<file path="config.mk">
export PLATFORM = sky130hd
export DESIGN_NAME = array_list_insert_delete_search
export DESIGN_NICKNAME = d
export VERILOG_FILES = /design/src/rtl/alids_pkg.sv /design/src/rtl/alids_ram.sv /design/src/rtl/array_list_insert_delete_search.sv
export SDC_FILE = /design/constraint.sdc
export NUM_CORES = 1
export LEC_CHECK = 0
export BUFFER_PORTS_ARGS = -buffer_cell sky130_fd_sc_hd__buf_2
export CAP_MARGIN = 20
export CORE_MARGIN = 5
export CORE_UTILIZATION = 43
export DETAILED_ROUTE_END_ITERATION = 16
export HOLD_SLACK_MARGIN = 0.03
export PLACE_DENSITY = 0.63
export SYNTH_ARGS = -nofsm -noshare
export SYNTH_HDL_FRONTEND = slang
export SYNTH_SLANG_ARGS = --single-unit
</file>
<file path="constraint.sdc">
create_clock -name clk -period 7.09 [get_ports clk]
set_input_delay 1.7725 -clock clk [delete_from_list [all_inputs] [get_ports clk]]
set_output_delay 1.7725 -clock clk [all_outputs]
set_load 0.05 [all_outputs]
</file>
<file path="src/rtl/alids_pkg.sv">
`timescale 1ns / 1ps
// ----------------------------------------------------------------------------
// alids_pkg: shared types and constants of the ordered list store
// request codes, fixed field widths and default sizes
// ----------------------------------------------------------------------------
package alids_pkg;

	// default sizes
	localparam int DEPTH_DEF      = 8;
	localparam int DATA_WIDTH_DEF = 32;

	// fixed field widths of the request and result ports
	localparam int VALUE_W = 32;
	localparam int POS_W   = 4;
	localparam int FIDX_W  = 3;
	localparam int COUNT_W = 4;

	typedef logic [1:0] op_t;

	// request codes
	localparam op_t OP_INSERT   = 2'd0;
	localparam op_t OP_DELETE   = 2'd1;
	localparam op_t OP_LOCATE   = 2'd2;
	localparam op_t OP_RETRIEVE = 2'd3;

endpackage

</file>
<file path="src/rtl/alids_ram.sv">
`timescale 1ns / 1ps
// ----------------------------------------------------------------------------
// alids_ram: entry storage of the ordered list store
// one write port, one read port with registered read data
// ----------------------------------------------------------------------------
module alids_ram #(
	parameter int DEPTH      = alids_pkg::DEPTH_DEF,
	parameter int DATA_WIDTH = alids_pkg::DATA_WIDTH_DEF,
	parameter int AW         = $clog2(DEPTH)
) (
	input  logic                  clk,
	input  logic                  we,
	input  logic [AW-1:0]         waddr,
	input  logic [DATA_WIDTH-1:0] wdata,
	input  logic [AW-1:0]         raddr,
	output logic [DATA_WIDTH-1:0] rdata
);
	import alids_pkg::*;

	logic [DATA_WIDTH-1:0] mem_q [DEPTH];
	logic [DATA_WIDTH-1:0] rdata_q;

	always_ff @(posedge clk) begin
		if (we) begin
			mem_q[waddr] <= wdata;
		end
	end

	always_ff @(posedge clk) begin
		rdata_q <= mem_q[raddr];
	end

	assign rdata = rdata_q;

endmodule

</file>
<file path="src/rtl/array_list_insert_delete_search.sv">
`timescale 1ns / 1ps
// ----------------------------------------------------------------------------
// array_list_insert_delete_search: fixed-depth ordered list store
// insert, delete, locate by value and retrieve by position over one memory
// ----------------------------------------------------------------------------
// a failed request finishes without a memory access; a retrieve reads a single entry;
//   insert and delete walk the entries they move, and a locate walks until a hit
//   or the end of the list
// throughput: one transaction at a time; busy stays high until the result
//   cycle, and a new start is taken in that same result cycle
// cost per request is set by the one read port of the memory: one entry moved or
//   compared per cycle, plus the drain of the registered read
// reset: arst_n clears the entry count and the sequencer; entries are not cleared
// results cannot be stalled: each result is shown for exactly one cycle with done
// ----------------------------------------------------------------------------
module array_list_insert_delete_search #(
	parameter int DEPTH      = alids_pkg::DEPTH_DEF,
	parameter int DATA_WIDTH = alids_pkg::DATA_WIDTH_DEF
) (
	input  logic                                clk,
	input  logic                                arst_n,
	input  logic                                start,
	output logic                                busy,
	input  alids_pkg::op_t                      op,
	input  logic signed [alids_pkg::VALUE_W-1:0] value,
	input  logic [alids_pkg::POS_W-1:0]         position,
	output logic                                done,
	output logic                                ok,
	output logic [alids_pkg::FIDX_W-1:0]        found_index,
	output logic signed [alids_pkg::VALUE_W-1:0] read_value,
	output logic [alids_pkg::COUNT_W-1:0]       count
);
	import alids_pkg::*;

	// index and count widths follow from the depth
	localparam int AW   = (DEPTH > 1) ? $clog2(DEPTH) : 1;
	localparam int CW   = $clog2(DEPTH + 1);
	localparam int CMPW = (CW > POS_W) ? CW : POS_W;

	// sequencer codes
	localparam logic S_IDLE = 1'b0;
	localparam logic S_RUN  = 1'b1;

	logic state_q, state_n;

	// request registers
	op_t                   op_q;
	logic [DATA_WIDTH-1:0] key_q;
	logic [CW-1:0]         pos_q;     // target position, clamped to the count for an insert
	logic                  fail_q;    // request rejected at accept

	// walk registers: index and the read in flight
	logic [CW-1:0] idx_q, idx_n;
	logic          pend_q, pend_n;
	logic [CW-1:0] paddr_q, paddr_n;   // write target or compared position

	logic [CW-1:0] cnt_q, cnt_n;

	// result registers
	logic                  done_q, done_n;
	logic                  ok_q, ok_n;
	logic [CW-1:0]         fidx_q, fidx_n;
	logic [DATA_WIDTH-1:0] rval_q, rval_n;

	// memory port
	logic                  we;
	logic [CW-1:0]         waddr;
	logic [DATA_WIDTH-1:0] wdata;
	logic [CW-1:0]         raddr;
	logic [DATA_WIDTH-1:0] rdata;

	// shared step unit: one increment, one decrement and a bound compare chosen by the request
	logic [CW-1:0] idx_inc, idx_dec;
	logic          more;

	logic                  accept;
	logic [CMPW-1:0]       pos_w, cnt_w;
	logic                  pos_lt_cnt;
	logic [DATA_WIDTH-1:0] dmin;

	assign accept     = start && (state_q == S_IDLE);
	assign pos_w      = CMPW'(position);
	assign cnt_w      = CMPW'(cnt_q);
	assign pos_lt_cnt = pos_w < cnt_w;
	assign dmin       = {1'b1, {(DATA_WIDTH-1){1'b0}}};

	assign idx_inc = idx_q + 1'b1;
	assign idx_dec = idx_q - 1'b1;
	// insert walks down toward the target, the others walk up to the count
	assign more    = (op_q == OP_INSERT) ? (idx_q > pos_q) : (idx_q < cnt_q);

	alids_ram #(
		.DEPTH      (DEPTH),
		.DATA_WIDTH (DATA_WIDTH),
		.AW         (AW)
	) u_ram (
		.clk   (clk),
		.we    (we),
		.waddr (waddr[AW-1:0]),
		.wdata (wdata),
		.raddr (raddr[AW-1:0]),
		.rdata (rdata)
	);

	// request capture; fail checks and the starting index are settled here
	always_ff @(posedge clk) begin
		if (accept) begin
			op_q  <= op;
			key_q <= DATA_WIDTH'(value);
			unique case (op)
				OP_INSERT: begin
					fail_q <= (cnt_q == CW'(DEPTH));
					pos_q  <= pos_lt_cnt ? CW'(position) : cnt_q;
					idx_q  <= cnt_q;
				end
				OP_DELETE: begin
					fail_q <= !pos_lt_cnt;
					pos_q  <= CW'(position);
					idx_q  <= CW'(position) + 1'b1;
				end
				OP_LOCATE: begin
					fail_q <= 1'b0;
					pos_q  <= '0;
					idx_q  <= '0;
				end
				default: begin
					fail_q <= !pos_lt_cnt;
					pos_q  <= CW'(position);
					idx_q  <= CW'(position);
				end
			endcase
		end else if (state_q == S_RUN) begin
			idx_q <= idx_n;
		end
	end

	// sequencer: one memory read and at most one write each cycle
	always_comb begin
		state_n = state_q;
		idx_n   = idx_q;
		pend_n  = 1'b0;
		paddr_n = paddr_q;
		cnt_n   = cnt_q;
		done_n  = 1'b0;
		ok_n    = 1'b0;
		fidx_n  = '0;
		rval_n  = '0;
		we      = 1'b0;
		waddr   = paddr_q;
		wdata   = rdata;
		raddr   = (op_q == OP_INSERT) ? idx_dec : idx_q;

		if (state_q == S_RUN) begin
			if (fail_q) begin
				state_n = S_IDLE;
				done_n  = 1'b1;
				if (op_q == OP_RETRIEVE) begin
					rval_n = dmin;
				end
			end else begin
				case (op_q)
					OP_INSERT: begin
						// move entry idx-1 up; its registered read data is written in the next cycle
						we = pend_q;
						if (more) begin
							idx_n   = idx_dec;
							pend_n  = 1'b1;
							paddr_n = idx_q;
						end
						if (!pend_q && !more) begin
							we      = 1'b1;
							waddr   = pos_q;
							wdata   = key_q;
							cnt_n   = cnt_q + 1'b1;
							ok_n    = 1'b1;
							done_n  = 1'b1;
							state_n = S_IDLE;
						end
					end
					OP_DELETE: begin
						// move entry idx down over the removed one
						we = pend_q;
						if (more) begin
							idx_n   = idx_inc;
							pend_n  = 1'b1;
							paddr_n = idx_dec;
						end
						if (!pend_q && !more) begin
							cnt_n   = cnt_q - 1'b1;
							ok_n    = 1'b1;
							done_n  = 1'b1;
							state_n = S_IDLE;
						end
					end
					OP_LOCATE: begin
						if (pend_q && (rdata == key_q)) begin
							ok_n    = 1'b1;
							fidx_n  = paddr_q;
							done_n  = 1'b1;
							state_n = S_IDLE;
						end else if (more) begin
							idx_n   = idx_inc;
							pend_n  = 1'b1;
							paddr_n = idx_q;
						end else if (!pend_q) begin
							// walked the whole list without a hit
							done_n  = 1'b1;
							state_n = S_IDLE;
						end
					end
					default: begin
						if (pend_q) begin
							ok_n    = 1'b1;
							rval_n  = rdata;
							done_n  = 1'b1;
							state_n = S_IDLE;
						end else begin
							pend_n = 1'b1;
						end
					end
				endcase
			end
		end
	end

	always_ff @(posedge clk or negedge arst_n) begin
		if (!arst_n) begin
			state_q <= S_IDLE;
			pend_q  <= 1'b0;
			cnt_q   <= '0;
			done_q  <= 1'b0;
		end else begin
			state_q <= accept ? S_RUN : state_n;
			pend_q  <= accept ? 1'b0 : pend_n;
			cnt_q   <= cnt_n;
			done_q  <= done_n;
		end
	end

	// result payload, held until the next transaction finishes
	always_ff @(posedge clk) begin
		paddr_q <= paddr_n;
		if (done_n) begin
			ok_q   <= ok_n;
			fidx_q <= fidx_n;
			rval_q <= rval_n;
		end
	end

	assign busy        = (state_q != S_IDLE);
	assign done        = done_q;
	assign ok          = ok_q;
	assign found_index = FIDX_W'(fidx_q);
	assign read_value  = signed'(VALUE_W'(rval_q));
	assign count       = COUNT_W'(cnt_q);

	// the result strobe always lands with the sequencer back at rest
	assert property (@(posedge clk) disable iff (!arst_n)
		done_q |-> (state_q == S_IDLE))
	else $error("result strobe while sequencer running");

	// the entry count never passes the depth
	assert property (@(posedge clk) disable iff (!arst_n)
		cnt_q <= CW'(DEPTH))
	else $error("entry count beyond depth");

	// a successful insert grows the list by exactly one
	assert property (@(posedge clk) disable iff (!arst_n)
		(done_q && ok_q && (op_q == OP_INSERT)) |-> (cnt_q == CW'($past(cnt_q) + 1'b1)))
	else $error("insert did not grow count by one");

	// a successful delete shrinks the list by exactly one
	assert property (@(posedge clk) disable iff (!arst_n)
		(done_q && ok_q && (op_q == OP_DELETE)) |-> (cnt_q == CW'($past(cnt_q) - 1'b1)))
	else $error("delete did not shrink count by one");

	// a failed request leaves the count alone
	assert property (@(posedge clk) disable iff (!arst_n)
		(done_q && !ok_q) |-> $stable(cnt_q))
	else $error("failed request changed count");

endmodule

</file>
==> flow_metrics.tcl <==
set metrics [dict create \
    cts_buffers 39 \
    wl_per_cell_um 22.73 \
    start_kind "flop" \
    min_to "read_value[23]$_SDFFCE_PP0P_" \
    grt_util_all_layers_pct 16.77 \
    grt_max_degree 65 \
    post_drt_via_cell_ratio 5.416 \
    netSwitchingPower_mw 2.269 \
    cts_hold_buffers 0 \
    grt_pass1_wl_um 49880 \
    routed_wl_um 32510 \
    seq_power_share_pct 44.5 \
    min_period_ns 4.447 \
    antenna_cells 0 \
    cts_root_buf "clkbuf_16" \
    power.density_nw_per_um2 402.5 \
    syn_area_um2 15290 \
    die_y_um 198.6 \
    internal_power_mw 4.825 \
    synth_cell_type_count 58 \
    critPathCaptureType "flop" \
    p_leak_nw 5.979 \
    vdd_drop_max_mv 0.2955 \
    die_x_um 198.6 \
    grt_antenna_before_repair 0 \
    rsz0062_at_grt "no" \
    drt_pre_antenna_iters 5 \
    final_cells 1430 \
    setup_tns_ns 0 \
    cts_tree "yes" \
    overflow 0 \
    drv_slew 0 \
    required_ns 7.28 \
    coreArea_um2 35310 \
    postCtsResizedCells 0 \
    status "finished, final reports clean" \
    r2r_cells 9 \
    layout.nets 1001 \
    ys_ff_latch 377 \
    hold_start "u_ram.rdata[23]$_DFF_P_" \
    cts_max_level 2 \
    synth-edff-count 338 \
    async_flop_share_pct 1.857 \
    synth_ff_type "edfxtp_1" \
    slew_headroom_pct 31.97 \
    place_inst 1358 \
    vias 7745 \
    dp_hpwl_um 19860 \
    first_global_vias 8038 \
    ios 83 \
    setup_viol 0 \
    crit_type "reg2reg" \
    globalplace.congestion 0.7893 \
    initial_core_util_pct 43.30 \
    postCtsSetupBuffers 0 \
    clockBufferDepth 3 \
    antenna_left 0 \
    die-area_um2 39430 \
    grt_use_met3_pct 2.981 \
    critPathMaxStageDelay_ns 0.66 \
    use_met2_pct 26.79 \
    cp.arrival_ns 4.64 \
    cp_cell_sequence "inv_1 -> ha_1 -> inv_1 -> or3_1 -> nor3_4 -> buf_4 -> nand4_1 -> a21oi_4 -> buf_4" \
    met1_usage_pct 24.26 \
    p_clk_share_pct 26.9 \
    hold_slack_ns 0.5806 \
    area_growth_pct 15.28 \
    clk_latency_ns 0.53 \
    path_clk_slew_ns 0.06 \
    rows 69 \
    yosysSeqAreaShare_pct 71.72 \
    busiest_layer "met2" \
    cp_slowest_cell "nor3_4" \
    reg2reg_slack_ns 2.64 \
    worstHoldPathType "reg2reg" \
    ys_warn_count 0 \
    max_slew.worst_pin.slew_ns 1.020 \
    syn-num-nets 891 \
    fmax_mhz 224.9 \
    hold_viol 0 \
    swShare_pct 31.99 \
    drt_iter0_markers 609 \
    reg2reg_to "u_ram.mem_q[4][26]$_DFFE_PP_" \
    whs_path_depth 1 \
    final_layout_size_suffix_gt1_share_pct 31.58 \
    drc 0 \
    crit_fanout 39 \
    cts.sinks 377 \
    p_comb_share_pct 28.6 \
    syn_inst 829 \
    synth_area_per_cell_um2 18.44 \
    r2r_start "op_q[0]$_DFFE_PP_" \
    fin_crit_sh_pct 62.72 \
    maxCapViolations 0 \
    fin_skew_ns 0.02268 \
    io_buffers 82 \
]
## cell usage in the layout, fill, tap and decap left out, drive strengths merged, types with 7 or more instances in the layout
master / n
clkinv: 19
xor2: 23
buf: 99
nand4: 16
mux2i: 8
a21oi: 16
dfxtp: 32
nand2: 18
nor2: 15
edfxtp: 338
nand3: 10
clkbuf: 50
mux2: 62
inv: 25
o21ai: 9
dfrtp: 7
ha: 20
and2: 35
mux4: 64
xnor2: 11
nand2b: 21
## synthesized netlist by cell type (all sizes together) (5+ instances only)
| cell type | number | area, um2 |
|---|---|---|
| a21oi | 16 | 80.08 |
| and2 | 35 | 219.0 |
| buf | 19 | 101.4 |
| clkbuf | 11 | 41.29 |
| dfrtp | 7 | 175.2 |
| dfxtp | 32 | 640.6 |
| edfxtp | 338 | 10150 |
| ha | 20 | 250.2 |
| inv | 25 | 93.84 |
| mux2 | 62 | 698.2 |
| mux2i | 8 | 80.08 |
| mux4 | 64 | 1441 |
| nand2 | 18 | 67.56 |
| nand2b | 21 | 131.4 |
| nand3 | 10 | 50.05 |
| nand4 | 16 | 100.1 |
| nor2 | 15 | 58.81 |
| nor3 | 6 | 35.03 |
| nor4 | 6 | 37.54 |
| o211ai | 5 | 37.54 |
| o21ai | 9 | 45.04 |
| or4 | 5 | 45.04 |
| xnor2 | 11 | 103.9 |
| xor2 | 23 | 201.4 |
## layout make-up
cell class              count  area (um2)
fillers                  2877       17680
clock inverters            21       148.9
well taps                 461       576.8
multi-input cells         397        4233
inverters                  25       93.84
repair buffers             99       550.5
flip-flops and latches    377       10970
clock buffers              50        1057
## per-layer routing
metal | vias up | wire length (um)
li1 | 3498 | -
met1 | 3993 | 14540
met2 | 213 | 15570
met3 | 41 | 1762
met4 | 0 | 637
met5 | - | 0
## power groups by stage
| stage | clock network (mW) | logic (mW) | registers (mW) |
|---|---|---|---|
| after floorplan | 0 | 1.26 | 3.35 |
| after global placement | 0 | 2.02 | 3.20 |
| after detailed placement | 0 | 2.04 | 3.20 |
| after CTS | 1.96 | 2.05 | 3.16 |
| after global routing | 2.06 | 2.20 | 3.19 |
| final | 1.91 | 2.03 | 3.16 |
## stage by stage
| stage | util, % | instance area (um2) | power (mW) | worst slack, ns |
|---|---|---|---|---|
| floorplan | - | 15290 | 4.608 | 2.428 |
| global placement | 46.44 | 16400 | 5.222 | 2.762 |
| detailed placement | 46.44 | 16400 | 5.246 | 2.681 |
| CTS | 49.86 | 17610 | 7.169 | 2.590 |
| global route | 49.92 | 17630 | 7.452 | 2.351 |
| finish | 49.92 | 17630 | 7.094 | 2.643 |
## critical path: cells and delay by family, from the launching register on
kind / cells / cell delay (ns)
and+or+nand+nor: 3 / 1.33
buffers and inverters: 4 / 1.32
DFF: 1 / 0.42
adders and majority gates: 1 / 0.44
AOI/OAI and AO/OA: 1 / 0.56
## worst max-delay path by stage
| stage | slack [ns] | to | depth (start not counted) | from |
|---|---|---|---|---|
| 6_report | 2.64 | u_ram.mem_q[4][26]$_DFFE_PP_ | 9 | op_q[0]$_DFFE_PP_ |
| 4_1_cts | 2.59 | u_ram.mem_q[4][26]$_DFFE_PP_ | 9 | op_q[0]$_DFFE_PP_ |
| 3_3_place_gp | 2.76 | u_ram.mem_q[4][26]$_DFFE_PP_ | 9 | op_q[0]$_DFFE_PP_ |
| 5_1_grt | 2.35 | u_ram.mem_q[4][20]$_DFFE_PP_ | 9 | op_q[0]$_DFFE_PP_ |
| 3_5_place_dp | 2.68 | u_ram.mem_q[4][26]$_DFFE_PP_ | 9 | op_q[0]$_DFFE_PP_ |
| 2_1_floorplan | 2.43 | u_ram.mem_q[2][0]$_DFFE_PP_ | 8 | count[1]$_DFFE_PN0P_ |
## cell families (layout without fill, tap and decap cells)
logic type | count (synthesis) | after routing | synth area share (%)
compound gates | 52 | 52 | 2.382
xor+xnor | 34 | 34 | 1.997
fa+ha+maj | 21 | 21 | 1.768
buf+inv | 55 | 195 | 1.547
flops | 377 | 377 | 71.72
mux | 134 | 134 | 14.52
simple gates | 156 | 156 | 6.072
## flip-flops by register name, indices dropped and copies added (netlist names), 2 cells and up
register     count
key_q           32
pos_q            4
fidx_q           3
u_ram.mem_q    256
paddr_q          3
count            4
read_value      32
idx_q            4
op_q             2
u_ram.rdata     32
(Power assumes the default switching activity.)
